[config.mk]
export PLATFORM = sky130hd
export DESIGN_NAME = i2c_master_byte_sequencer_core
export DESIGN_NICKNAME = d
export VERILOG_FILES = /design/src/sv/i2cms_pkg.sv /design/src/sv/i2cms_front.sv /design/src/sv/i2cms_cmd_fifo.sv /design/src/sv/i2cms_back.sv /design/src/sv/i2c_master_byte_sequencer_core.sv
export SDC_FILE = /design/constraint.sdc
export NUM_CORES = 1
export LEC_CHECK = 0
export BUFFER_PORTS_ARGS = -buffer_cell sky130_fd_sc_hd__buf_2
export CAP_MARGIN = 10
export CORE_ASPECT_RATIO = 1.4
export CORE_MARGIN = 3
export CORE_UTILIZATION = 55
export DETAILED_ROUTE_END_ITERATION = 12
export MAX_ROUTING_LAYER = met4
export PLACE_DENSITY = 0.79
export REMOVE_ABC_BUFFERS = 1
export SETUP_SLACK_MARGIN = 0.15
export SYNTH_ARGS = -nofsm -noshare
export SYNTH_HDL_FRONTEND = slang
export SYNTH_HIERARCHICAL = 1
export SYNTH_SLANG_ARGS = --single-unit
[constraint.sdc]
create_clock -name clk -period 6.2 [get_ports clk]
set_input_delay 0.31 -clock clk [delete_from_list [all_inputs] [get_ports clk]]
set_output_delay 0.31 -clock clk [all_outputs]
set_load 0.03 [all_outputs]
[src/sv/i2cms_pkg.sv]
// Shared types, codes and the phase table of the I2C master byte sequencer.
// Used by every module of the block; depends on nothing.
package i2cms_pkg;

    localparam int DELAY_W = 16;
    localparam logic [DELAY_W-1:0] PHASE_DELAY_RESET = 16'd50;

    localparam int PH_W = 5;
    localparam logic [PH_W-1:0] WRITE_LAST_PH = 5'd24;
    localparam logic [PH_W-1:0] READ_LAST_PH  = 5'd16;

    localparam int Q_DEPTH = 2;
    localparam int Q_AW    = $clog2(Q_DEPTH);
    localparam int Q_CW    = $clog2(Q_DEPTH + 1);

    localparam int IN_TDATA_W  = 24;
    localparam int OUT_TDATA_W = 16;

    typedef enum logic [2:0] {
        OP_START     = 3'd0,
        OP_STOP      = 3'd1,
        OP_WRITE     = 3'd2,
        OP_READ      = 3'd3,
        OP_RD_ACK    = 3'd4,
        OP_SEND_ACK  = 3'd5,
        OP_SEND_NACK = 3'd6
    } op_t;

    localparam logic [1:0] STAT_OK         = 2'd0;
    localparam logic [1:0] STAT_BUS_BUSY   = 2'd1;
    localparam logic [1:0] STAT_START_FAIL = 2'd2;
    localparam logic [1:0] STAT_NACK       = 2'd3;

    typedef struct packed {
        op_t        op;
        logic [7:0] wbyte;
        logic [7:0] smp;
    } cmd_t;

    typedef struct packed {
        logic [1:0] status;
        logic [7:0] rdata;
        logic       sda;
        logic       scl;
        logic       last;
    } phase_t;

    typedef struct packed {
        logic load;
        logic pop;
    } back_stat_t;

    // Line levels and flags of phase ph of a command. sub and bit_val are the
    // position inside a data bit and the bit being sent by a write.
    function automatic phase_t phase_gen(cmd_t cmd, logic [PH_W-1:0] ph, logic [1:0] sub,
                                         logic bit_val, logic sda_prev);
        phase_t p;
        logic   first;
        logic   lvl;
        p     = '0;
        first = cmd.smp[7];
        lvl   = (cmd.op == OP_SEND_NACK);
        unique case (cmd.op)
            OP_START:
            begin
                if (ph == 5'd0)
                begin
                    p.scl    = 1'b1;
                    p.sda    = 1'b1;
                    p.status = first ? STAT_OK : STAT_BUS_BUSY;
                    p.last   = !first;
                end
                else if (ph == 5'd1)
                begin
                    p.scl = 1'b1;
                    if (cmd.smp[6])
                    begin
                        p.status = STAT_START_FAIL;
                        p.last   = 1'b1;
                    end
                end
                else
                begin
                    p.last = 1'b1;
                end
            end
            OP_STOP:
            begin
                if (ph == 5'd0)
                    p.sda = sda_prev;
                else if (ph == 5'd2)
                    p.scl = 1'b1;
                else if (ph != 5'd1)
                begin
                    p.scl  = 1'b1;
                    p.sda  = 1'b1;
                    p.last = 1'b1;
                end
            end
            OP_WRITE:
            begin
                if (ph == WRITE_LAST_PH)
                begin
                    p.sda  = sda_prev;
                    p.last = 1'b1;
                end
                else if (sub == 2'd0)
                    p.sda = sda_prev;
                else
                begin
                    p.sda = bit_val;
                    p.scl = (sub == 2'd2);
                end
            end
            OP_READ:
            begin
                p.sda = 1'b1;
                if (ph == READ_LAST_PH)
                begin
                    p.rdata = cmd.smp;
                    p.last  = 1'b1;
                end
                else
                    p.scl = ph[0];
            end
            OP_RD_ACK:
            begin
                p.sda = 1'b1;
                if (ph == 5'd1)
                    p.scl = 1'b1;
                else if (ph != 5'd0)
                begin
                    p.status = first ? STAT_NACK : STAT_OK;
                    p.last   = 1'b1;
                end
            end
            OP_SEND_ACK, OP_SEND_NACK:
            begin
                if (ph == 5'd0)
                    p.sda = sda_prev;
                else
                begin
                    p.sda  = lvl;
                    p.scl  = (ph == 5'd2);
                    p.last = (ph != 5'd1) && (ph != 5'd2);
                end
            end
            default:
            begin
                p.last = 1'b1;
            end
        endcase
        return p;
    endfunction

endpackage

[src/sv/i2cms_front.sv]
// Front stage: takes command beats, drops undefined operation codes and
// hands decoded commands to the queue. Depends on i2cms_pkg.
module i2cms_front (
    input  logic                               clk,
    input  logic                               rst_n,
    input  logic                               s_tvalid,
    output logic                               s_tready,
    input  logic [i2cms_pkg::IN_TDATA_W-1:0]   s_tdata,
    output logic                               push,
    output i2cms_pkg::cmd_t                    push_cmd,
    input  logic                               q_full
);
    import i2cms_pkg::*;

    logic vld_reg;
    logic vld_next;
    cmd_t cmd_reg;
    logic legal;
    logic take;

    assign legal    = (s_tdata[2:0] <= OP_SEND_NACK);
    assign push     = vld_reg && !q_full;
    assign s_tready = !vld_reg || !q_full;
    assign take     = s_tvalid && s_tready;
    assign push_cmd = cmd_reg;

    always_comb
    begin
        vld_next = vld_reg;
        if (take)
            vld_next = legal;
        else if (push)
            vld_next = 1'b0;
    end

    always_ff @(posedge clk or negedge rst_n)
    begin
        if (!rst_n)
            vld_reg <= 1'b0;
        else
            vld_reg <= vld_next;
    end

    always_ff @(posedge clk)
    begin
        if (take)
        begin
            cmd_reg.op    <= op_t'(s_tdata[2:0]);
            cmd_reg.wbyte <= s_tdata[10:3];
            cmd_reg.smp   <= s_tdata[18:11];
        end
    end

endmodule

[src/sv/i2cms_cmd_fifo.sv]
// Short command queue between the front stage and the phase sequencer.
// Depends on i2cms_pkg.
module i2cms_cmd_fifo (
    input  logic              clk,
    input  logic              rst_n,
    input  logic              push,
    input  i2cms_pkg::cmd_t   push_cmd,
    input  logic              pop,
    output logic              head_valid,
    output i2cms_pkg::cmd_t   head,
    output logic              full,
    output logic              empty
);
    import i2cms_pkg::*;

    cmd_t            mem [Q_DEPTH];
    logic [Q_AW-1:0] wr_ptr_reg;
    logic [Q_AW-1:0] rd_ptr_reg;
    logic [Q_CW-1:0] cnt_reg;

    assign empty      = (cnt_reg == '0);
    assign full       = (cnt_reg == Q_CW'(Q_DEPTH));
    assign head_valid = !empty;
    assign head       = mem[rd_ptr_reg];

    always_ff @(posedge clk)
    begin
        if (push)
            mem[wr_ptr_reg] <= push_cmd;
    end

    always_ff @(posedge clk or negedge rst_n)
    begin
        if (!rst_n)
        begin
            wr_ptr_reg <= '0;
            rd_ptr_reg <= '0;
            cnt_reg    <= '0;
        end
        else
        begin
            if (push)
                wr_ptr_reg <= (wr_ptr_reg == Q_AW'(Q_DEPTH - 1)) ? '0 : wr_ptr_reg + 1'b1;
            if (pop)
                rd_ptr_reg <= (rd_ptr_reg == Q_AW'(Q_DEPTH - 1)) ? '0 : rd_ptr_reg + 1'b1;
            if (push && !pop)
                cnt_reg <= cnt_reg + 1'b1;
            else if (pop && !push)
                cnt_reg <= cnt_reg - 1'b1;
        end
    end

endmodule

[src/sv/i2cms_back.sv]
// Phase sequencer: walks the queued command through its line phases, holds
// each phase for the configured delay and drives the result register.
// Depends on i2cms_pkg.
module i2cms_back (
    input  logic                                clk,
    input  logic                                rst_n,
    input  logic [i2cms_pkg::DELAY_W-1:0]       phase_delay,
    input  logic                                head_valid,
    input  i2cms_pkg::cmd_t                     head,
    output i2cms_pkg::back_stat_t               stat,
    output logic                                m_tvalid,
    input  logic                                m_tready,
    output logic [i2cms_pkg::OUT_TDATA_W-1:0]   m_tdata,
    output logic                                m_tlast
);
    import i2cms_pkg::*;

    logic [PH_W-1:0]    ph_reg;
    logic [1:0]         sub_reg;
    logic [2:0]         bit_reg;
    logic               sda_drive_reg;
    logic [DELAY_W-1:0] wait_reg;
    logic               out_vld_reg;
    phase_t             out_reg;
    phase_t             p;
    logic               bit_val;
    logic               load;

    assign bit_val = head.wbyte[3'd7 - bit_reg];
    assign p       = phase_gen(head, ph_reg, sub_reg, bit_val, sda_drive_reg);
    assign load    = head_valid && (wait_reg == '0) && (!out_vld_reg || m_tready);

    assign stat.load = load;
    assign stat.pop  = load && p.last;

    assign m_tvalid = out_vld_reg;
    assign m_tlast  = out_reg.last;
    assign m_tdata  = {4'b0000, out_reg.status, out_reg.rdata, out_reg.sda, out_reg.scl};

    always_ff @(posedge clk or negedge rst_n)
    begin
        if (!rst_n)
        begin
            ph_reg        <= '0;
            sub_reg       <= '0;
            bit_reg       <= '0;
            sda_drive_reg <= 1'b1;
            wait_reg      <= '0;
            out_vld_reg   <= 1'b0;
        end
        else if (load)
        begin
            out_vld_reg   <= 1'b1;
            sda_drive_reg <= p.sda;
            wait_reg      <= phase_delay - 1'b1;
            if (p.last)
            begin
                ph_reg  <= '0;
                sub_reg <= '0;
                bit_reg <= '0;
            end
            else
            begin
                ph_reg <= ph_reg + 1'b1;
                if (sub_reg == 2'd2)
                begin
                    sub_reg <= '0;
                    bit_reg <= bit_reg + 1'b1;
                end
                else
                    sub_reg <= sub_reg + 1'b1;
            end
        end
        else
        begin
            if (m_tready)
                out_vld_reg <= 1'b0;
            if (wait_reg != '0)
                wait_reg <= wait_reg - 1'b1;
        end
    end

    always_ff @(posedge clk)
    begin
        if (load)
            out_reg <= p;
    end

endmodule

[src/sv/i2c_master_byte_sequencer_core.sv]
// Top level of the I2C master byte sequencer: configuration register, front
// stage, command queue and phase sequencer. Depends on i2cms_pkg and the i2cms_* modules.
//
//  Channel   Direction  Handshake             Payload
//  s_*       in         s_tvalid / s_tready   one bus command per beat
//  m_*       out        m_tvalid / m_tready   one line phase per beat, m_tlast on the final one
//  cfg_*     in         cfg_valid / cfg_ready phase_delay, 16 bits
//
// A command expands into 1 to 25 phase beats, a write byte into 25. After a phase
// is loaded into the output register the sequencer waits for the phase timer,
// loaded from phase_delay, to run out before it loads the next phase.
// Reset sets phase_delay to 50, empties the queue and releases SDA.
// A stalled result consumer stops the sequencer at the output register, and
// the front stage and two-entry queue keep taking commands until they fill.
module i2c_master_byte_sequencer_core (
    input  logic                                clk,
    input  logic                                rst_n,
    input  logic                                s_tvalid,
    output logic                                s_tready,
    // [2:0] operation, [10:3] write_byte, [18:11] sda_samples, [23:19] zero
    input  logic [i2cms_pkg::IN_TDATA_W-1:0]    s_tdata,
    output logic                                m_tvalid,
    input  logic                                m_tready,
    // [0] scl_level, [1] sda_level, [9:2] read_data, [11:10] status, [15:12] zero
    output logic [i2cms_pkg::OUT_TDATA_W-1:0]   m_tdata,
    output logic                                m_tlast,
    input  logic                                cfg_valid,
    output logic                                cfg_ready,
    input  logic [i2cms_pkg::DELAY_W-1:0]       cfg_data
);
    import i2cms_pkg::*;

    logic [DELAY_W-1:0] phase_delay_reg;
    logic               push;
    cmd_t               push_cmd;
    logic               q_full;
    logic               q_empty;
    logic               head_valid;
    cmd_t               head;
    back_stat_t         bstat;

    // Writes are always taken; the user must issue them only while the block is idle; the block does not enforce this.
    assign cfg_ready = 1'b1;

    always_ff @(posedge clk or negedge rst_n)
    begin
        if (!rst_n)
            phase_delay_reg <= PHASE_DELAY_RESET;
        else if (cfg_valid)
            phase_delay_reg <= cfg_data;
    end

    // The front stage registers each command beat and filters undefined codes.
    i2cms_front u_front (
        .clk      (clk),
        .rst_n    (rst_n),
        .s_tvalid (s_tvalid),
        .s_tready (s_tready),
        .s_tdata  (s_tdata),
        .push     (push),
        .push_cmd (push_cmd),
        .q_full   (q_full)
    );

    // The queue lets the front keep accepting while the sequencer is busy.
    i2cms_cmd_fifo u_fifo (
        .clk        (clk),
        .rst_n      (rst_n),
        .push       (push),
        .push_cmd   (push_cmd),
        .pop        (bstat.pop),
        .head_valid (head_valid),
        .head       (head),
        .full       (q_full),
        .empty      (q_empty)
    );

    // The sequencer retires the head command when its final phase is loaded.
    i2cms_back u_back (
        .clk         (clk),
        .rst_n       (rst_n),
        .phase_delay (phase_delay_reg),
        .head_valid  (head_valid),
        .head        (head),
        .stat        (bstat),
        .m_tvalid    (m_tvalid),
        .m_tready    (m_tready),
        .m_tdata     (m_tdata),
        .m_tlast     (m_tlast)
    );

    // A phase is only generated from a queued command.
    a_load_needs_cmd: assert property (@(posedge clk) disable iff (!rst_n)
        bstat.load |-> head_valid)
        else $error("phase loaded with an empty queue");

    // The queue cannot be full and empty at once.
    a_queue_flags: assert property (@(posedge clk) disable iff (!rst_n)
        !(q_full && q_empty))
        else $error("queue full and empty together");

    // Error and ack statuses only appear on the final phase of a command.
    a_status_on_last: assert property (@(posedge clk) disable iff (!rst_n)
        (m_tvalid && (m_tdata[11:10] != STAT_OK)) |-> m_tlast)
        else $error("nonzero status on a phase that is not final");

endmodule
* Word level (Yosys, flattened, before mapping)
Memories as Yosys holds them, arrays and structs flattened.
Index checks and enable logic that the tools add are counted.
** Cells by class
- Reductions and logical operators :: 32
- Add/sub/neg operators :: 10
- Mux-type cells :: 51
- Magnitude comparators :: 2
- Eq/ne operators :: 14
** Operator list (count)
- 16-bit two-way mux :: 2
- 16-bit by 1-bit subtractor with 16-bit output (second input constant) :: 2
- 1-bit two-way mux :: 28
- 2-bit two-way mux :: 13
- 16-bit zero test :: 1
- 16-bit nonzero test :: 1
- 2-bit one-hot mux with 6 select lines :: 1
- 5-bit == test (second input constant) :: 2
- 2-bit nonzero test :: 5
- 3-bit == test (second input constant) :: 3
- 3-bit two-way mux :: 3
- 1-bit logical AND :: 8
- 1-bit zero test :: 7
- 3-bit by 2-bit == test with 1-bit output (second input constant) :: 2
- 1-bit one-hot mux with 6 select lines :: 1
- 5-bit by 1-bit adder with 5-bit output (second input constant) :: 1
- 5-bit by 1-bit == test with 1-bit output (second input constant) :: 1
- 5-bit by 2-bit == test with 1-bit output (second input constant) :: 1
- 5-bit zero test :: 1
- 5-bit two-way mux :: 1
- 5-bit by 1-bit inequality test with 1-bit output (second input constant) :: 1
- 5-bit by 2-bit inequality test with 1-bit output (second input constant) :: 1
- 5-bit nonzero test :: 1
- 2-bit by 1-bit adder with 2-bit output (second input constant) :: 2
- other kinds (15) :: 20
** Word-level totals
- Memories :: 1
- Bits in registers :: 81
- Bits in writable memories :: 38
- Bits of input ports :: 45
- Output and inout port bits :: 20
- Word-level logic and storage cells :: 129
** Memories
- u_fifo.mem :: depth 2, bits a word 19, rd ports 1, clocked after Yosys merged registers in 0, wr ports 1, RTL line i2cms_cmd_fifo.sv:16 : cmd_t mem [Q_DEPTH];

* Longest topological paths before layout
- Depth after elaboration :: 9
- Depth in mapped cells :: 15
- Mapped depth without buffers :: 13

* By module
Netlist, hierarchy kept.
** By module, submodules not included
- i2cms_back :: area an instance 2672.6 um^2, cells an instance 289, times used 1, sequential area each 1092.3 um^2
- i2cms_cmd_fifo :: area an instance 1644.1 um^2, cells an instance 76, times used 1, sequential area each 1241.2 um^2
- i2c_master_byte_sequencer_core :: area an instance 664.4 um^2, cells an instance 36, times used 1, sequential area each 404.1 um^2
- i2cms_front :: area an instance 629.4 um^2, cells an instance 25, times used 1, sequential area each 595.6 um^2

* Worst setup path after synthesis
OpenSTA, ideal clock, no wires.
- Path kind :: reg2reg
- Start point :: register u_back.out_vld_reg (netlist: u_back/m_tvalid)
- End point :: register u_back.wait_reg[10]
- Stages on the path, launching flop included :: 14
- Buffers on the path :: 1
- Path slack :: 2.554 ns
- Required time :: 6.075 ns
- Period minus slack after synthesis :: 3.646 ns
- Arrival :: 3.521 ns
- Setup time :: 0.125 ns
- Path through :: dfrtp_1 > nand2b_1 > and4_1 > nand2_1 > clkinv_1 > buf_1 > a21oi_1 > ha_1 > or4b_1 > nor3_1 > o31a_1 > o21ai_0 > nor4b_1 > mux2_2
** On the way
- Cells in the longest elaborated chain, start to end :: 4
- Elaborated cells between the ends (all ways) :: 5
- Classes of those cells :: 1 x mux; 4 x reduce/logical
** RTL lines
- start, declared :: RTL line i2cms_back.sv:23 : logic out_vld_reg;
- start signal, assigned :: RTL line i2cms_back.sv:49 : out_vld_reg <= 1'b0;
- start signal, assigned :: RTL line i2cms_back.sv:53 : out_vld_reg <= 1'b1;
- start signal, assigned :: RTL line i2cms_back.sv:77 : out_vld_reg <= 1'b0;
- 1-bit zero test * :: RTL line i2cms_back.sv:31 : assign load = head_valid && (wait_reg == '0) && (!out_vld_reg || m_tready);
- 1-bit logical OR * :: RTL line i2cms_back.sv:31
- 1-bit logical AND * :: RTL line i2cms_back.sv:31
- named net u_back.load :: RTL line i2cms_back.sv:27 : logic load;
- 16-bit two-way mux or 2-bit nonzero test (tied branches)
- end signal, assigned :: RTL line i2cms_back.sv:55 : wait_reg <= phase_delay - 1'b1;
- end signal, assigned :: RTL line i2cms_back.sv:79 : wait_reg <= wait_reg - 1'b1;
- end, declared :: RTL line i2cms_back.sv:22 : logic [DELAY_W-1:0] wait_reg;
The timed path passes the listed nets; every way through them passes the cells marked *.
A chain may end at the register's enable or synchronous reset.

* Worst setup path in the final report
- Start point :: register u_fifo.cnt_reg[0]
- End point :: register u_back.wait_reg[10]
** On the way
- Cells in the longest elaborated chain, start to end :: 5
- Elaborated cells between the ends (all ways) :: 6
- Classes of those cells :: 1 x mux; 5 x reduce/logical
** RTL lines
- start, declared :: RTL line i2cms_cmd_fifo.sv:19 : logic [Q_CW-1:0] cnt_reg;
- start signal, assigned :: RTL line i2cms_cmd_fifo.sv:47 : cnt_reg <= cnt_reg + 1'b1;
- start signal, assigned :: RTL line i2cms_cmd_fifo.sv:49 : cnt_reg <= cnt_reg - 1'b1;
- 2-bit zero test * :: RTL line i2cms_cmd_fifo.sv:21 : assign empty = (cnt_reg == '0);
- 1-bit zero test * :: RTL line i2cms_cmd_fifo.sv:23 : assign head_valid = !empty;
- named net head_valid :: RTL line i2c_master_byte_sequencer_core.sv:38 : logic head_valid;
- 1-bit logical AND * (2 in a row) :: RTL line i2cms_back.sv:31
- 16-bit two-way mux or 2-bit nonzero test (tied branches)
Marked as above.

==> summary.md <==
| Metric | Value |
|---|---|
| Status | finished, final reports clean |
| CTS Root Cell | clkbuf_16 |
| Initial antenna violation count | 0 |
| Cells after Synth | 424 |
| Crit-path max FO | 21 |
| CP peak stage delay | 730 ps |
| H-tree Lvls | 4 |
| Worst EP required | 6490 ps |
| # IOs | 65 |
| Peak VDD IR | 0.308 mV |
| Die height | 125 um |
| Setup-failing EPs final | 0 |
| Clock Pin Slew Worst Setup and Hold Paths | 60 ps |
| Max Root-Sink Buffers | 2 |
| Vias | 3720 |
| Post-Route WL | 10.9 mm |
| Via density | 5.93 |
| PostCTS Resize Cnt | 0 |
| Placed insts | 594 |
| Grt ovf | 0 |
| RSZ-0062 raised after global routing | no |
| IO buf count | 54 |
| Die W | 91.3 um |
| Drt wl/cell | 17.4 um |
| Final #Nets | 534 |
| P_sw | 594 uW |
| Slew headroom | 20.1% |
| Final Slew Violations | 0 |
| Number of global-route vias before repair | 3745 |
| Largest Register | u_fifo/mem |
| CTS Sinks | 119 |
| Diode count | 0 |
| Hold buffer count at CTS | 0 |
| Die area | 11400 um2 |
| Commonest cells after routing, fill and taps aside | 70 x edfxtp_1, 54 x buf_2, 45 x dfrtp_1 |
| Maximum number of pins on one net before global-route repair | 50 |
| Maxcap violations | 0 |
| Worst EP arrival | 5000 ps |
| Hold Vio Cnt, Final | 0 |
| Cts bufs inserted | 17 |
| Pwr Total | 2.32 mW |
| Setup clock skew after layout | 6.85 ps |
| Crit path max-delay family | simple AND/OR/NAND/NOR gates |
| Share of cells above drive strength 1 | 29.7% |
| TNS Setup | 0 ps |
| Synthesized area per cell | 13.2 um2 |
| Tmin final | 4710 ps |
| Post-DRT Antenna Nets | 0 |
| GP Congestion | 0.861 |
| DRT Pass-1 Iters | 5 |
| Detailed Place HPWL | 7.03 mm |
| # Post-CTS Setup Buffers | 0 |
| Initial Utilization | 57.9% |
| # rows | 42 |
| Global-route wire length before repair | 18.0 mm |
| Fin crit share | 76.0% |
| Initial DRC count | 287 |
| Layout Cells excl Fill | 627 |
| CTS tree | yes |
| All-Layer GR Usage | 20.6% |
| Crit-path cells | or2_1, and4_1, nand2_1, clkinv_1, a21oi_1, ha_1, or4b_1, nor3_1, o31a_1, o21ai_0, nor4b_1, mux2_2 |
| Synth warnings | 6 |
| Slowest cell on the critical path | clkinv_1 |
| Max reg flops | 38 |
| Crit path kind | reg2reg |
| Int Pwr | 1.72 mW |
| Mapped cell area | 5600 um2 |
| Worst Setup Start Kind | flop |
| Final Util | 67.6% |
| Sequential fraction of design power | 44.5% |
| Worst-Margin Slew | 1190 ps |
| Core area | 9670 um2 |
| Comb power frac | 12.0% |
| Switching Share | 25.6% |
| Pwr Density | 354 nW/um2 |
| WP buf/inv | 1 |
| Hold Path Class | in2reg |
| Leak pwr | 2.62 nW |
| CP endpoint kind | flop |
| Commonest non-fill, non-tap cell in the layout | edfxtp_1 |
| FMAX | 212 MHz |
| Worst-skew pair later-pin latency | 410 ps |
| Clock power frac | 43.6% |
| Layout area overhead | 16.8% |
| # DRC | 0 |
-- per-stage QoR --
stage,setup slack [ps],hold slack [ps],area [um2]
3_5_place_dp,1540,432,5920
4_1_cts,1510,51.3,6530
2_1_floorplan,1850,14.4,5460
6_report,1490,70.4,6540
3_3_place_gp,1670,423,5920
5_1_grt,1040,51.3,6540
-- power groups by stage --
stage | Clock [mW] | Combinational, mW | Sequential (mW)
global placement | 0 | 0.264 | 1.03
floorplan | 0 | 0.205 | 1.03
global route | 1.06 | 0.303 | 1.04
detailed placement | 0 | 0.273 | 1.05
CTS | 1.02 | 0.278 | 1.03
finish | 1.01 | 0.277 | 1.03
-- worst reg2reg max path, stage by stage, from the launching register on --
cell	delay, ps
dfrtp_1	420
or2_1	300
and4_1	220
nand2_1	580
clkinv_1	740
a21oi_1	390
ha_1	260
or4b_1	510
nor3_1	150
o31a_1	180
o21ai_0	170
nor4b_1	310
mux2_2	370
-- path summary, 6_finish.rpt --
check                           slack [ps]  cells after the start             endpoint                 start
worst max register to register        1490                     12  u_back/wait_reg[10]     u_fifo/cnt_reg[0]
worst min register to register         450                      0    u_fifo/mem[0][16]  u_front/push_cmd[16]
max in group asynchronous             5400                      1   u_back/wait_reg[4]                 rst_n
min in group asynchronous              110                      1   phase_delay_reg[3]                 rst_n
worst max-delay path                  1490                     12  u_back/wait_reg[10]     u_fifo/cnt_reg[0]
worst min-delay path                    70                      1  u_front/push_cmd[5]           s_tdata[16]
-- per-layer routing --
metal	vias to the layer above	global-route usage [%]	share of wire [%]	routed length, um
li1	1719	-	-	-
met1	1839	23.0	40	4410
met2	133	34.1	53	5760
met3	29	5.95	4.9	534
met4	0	9.24	2.0	222
met5	-	-	0	0
-- layout make-up --
class,count,area (um2)
inverter,9,36.3
timing repair buffer,58,300
clock buffer,18,439
tap,132,165
clock inverter,14,175
fill,682,3130
sequential,119,3330
multi-input combinational,277,2090
Note: power is estimated with default switching activity, not from simulation.
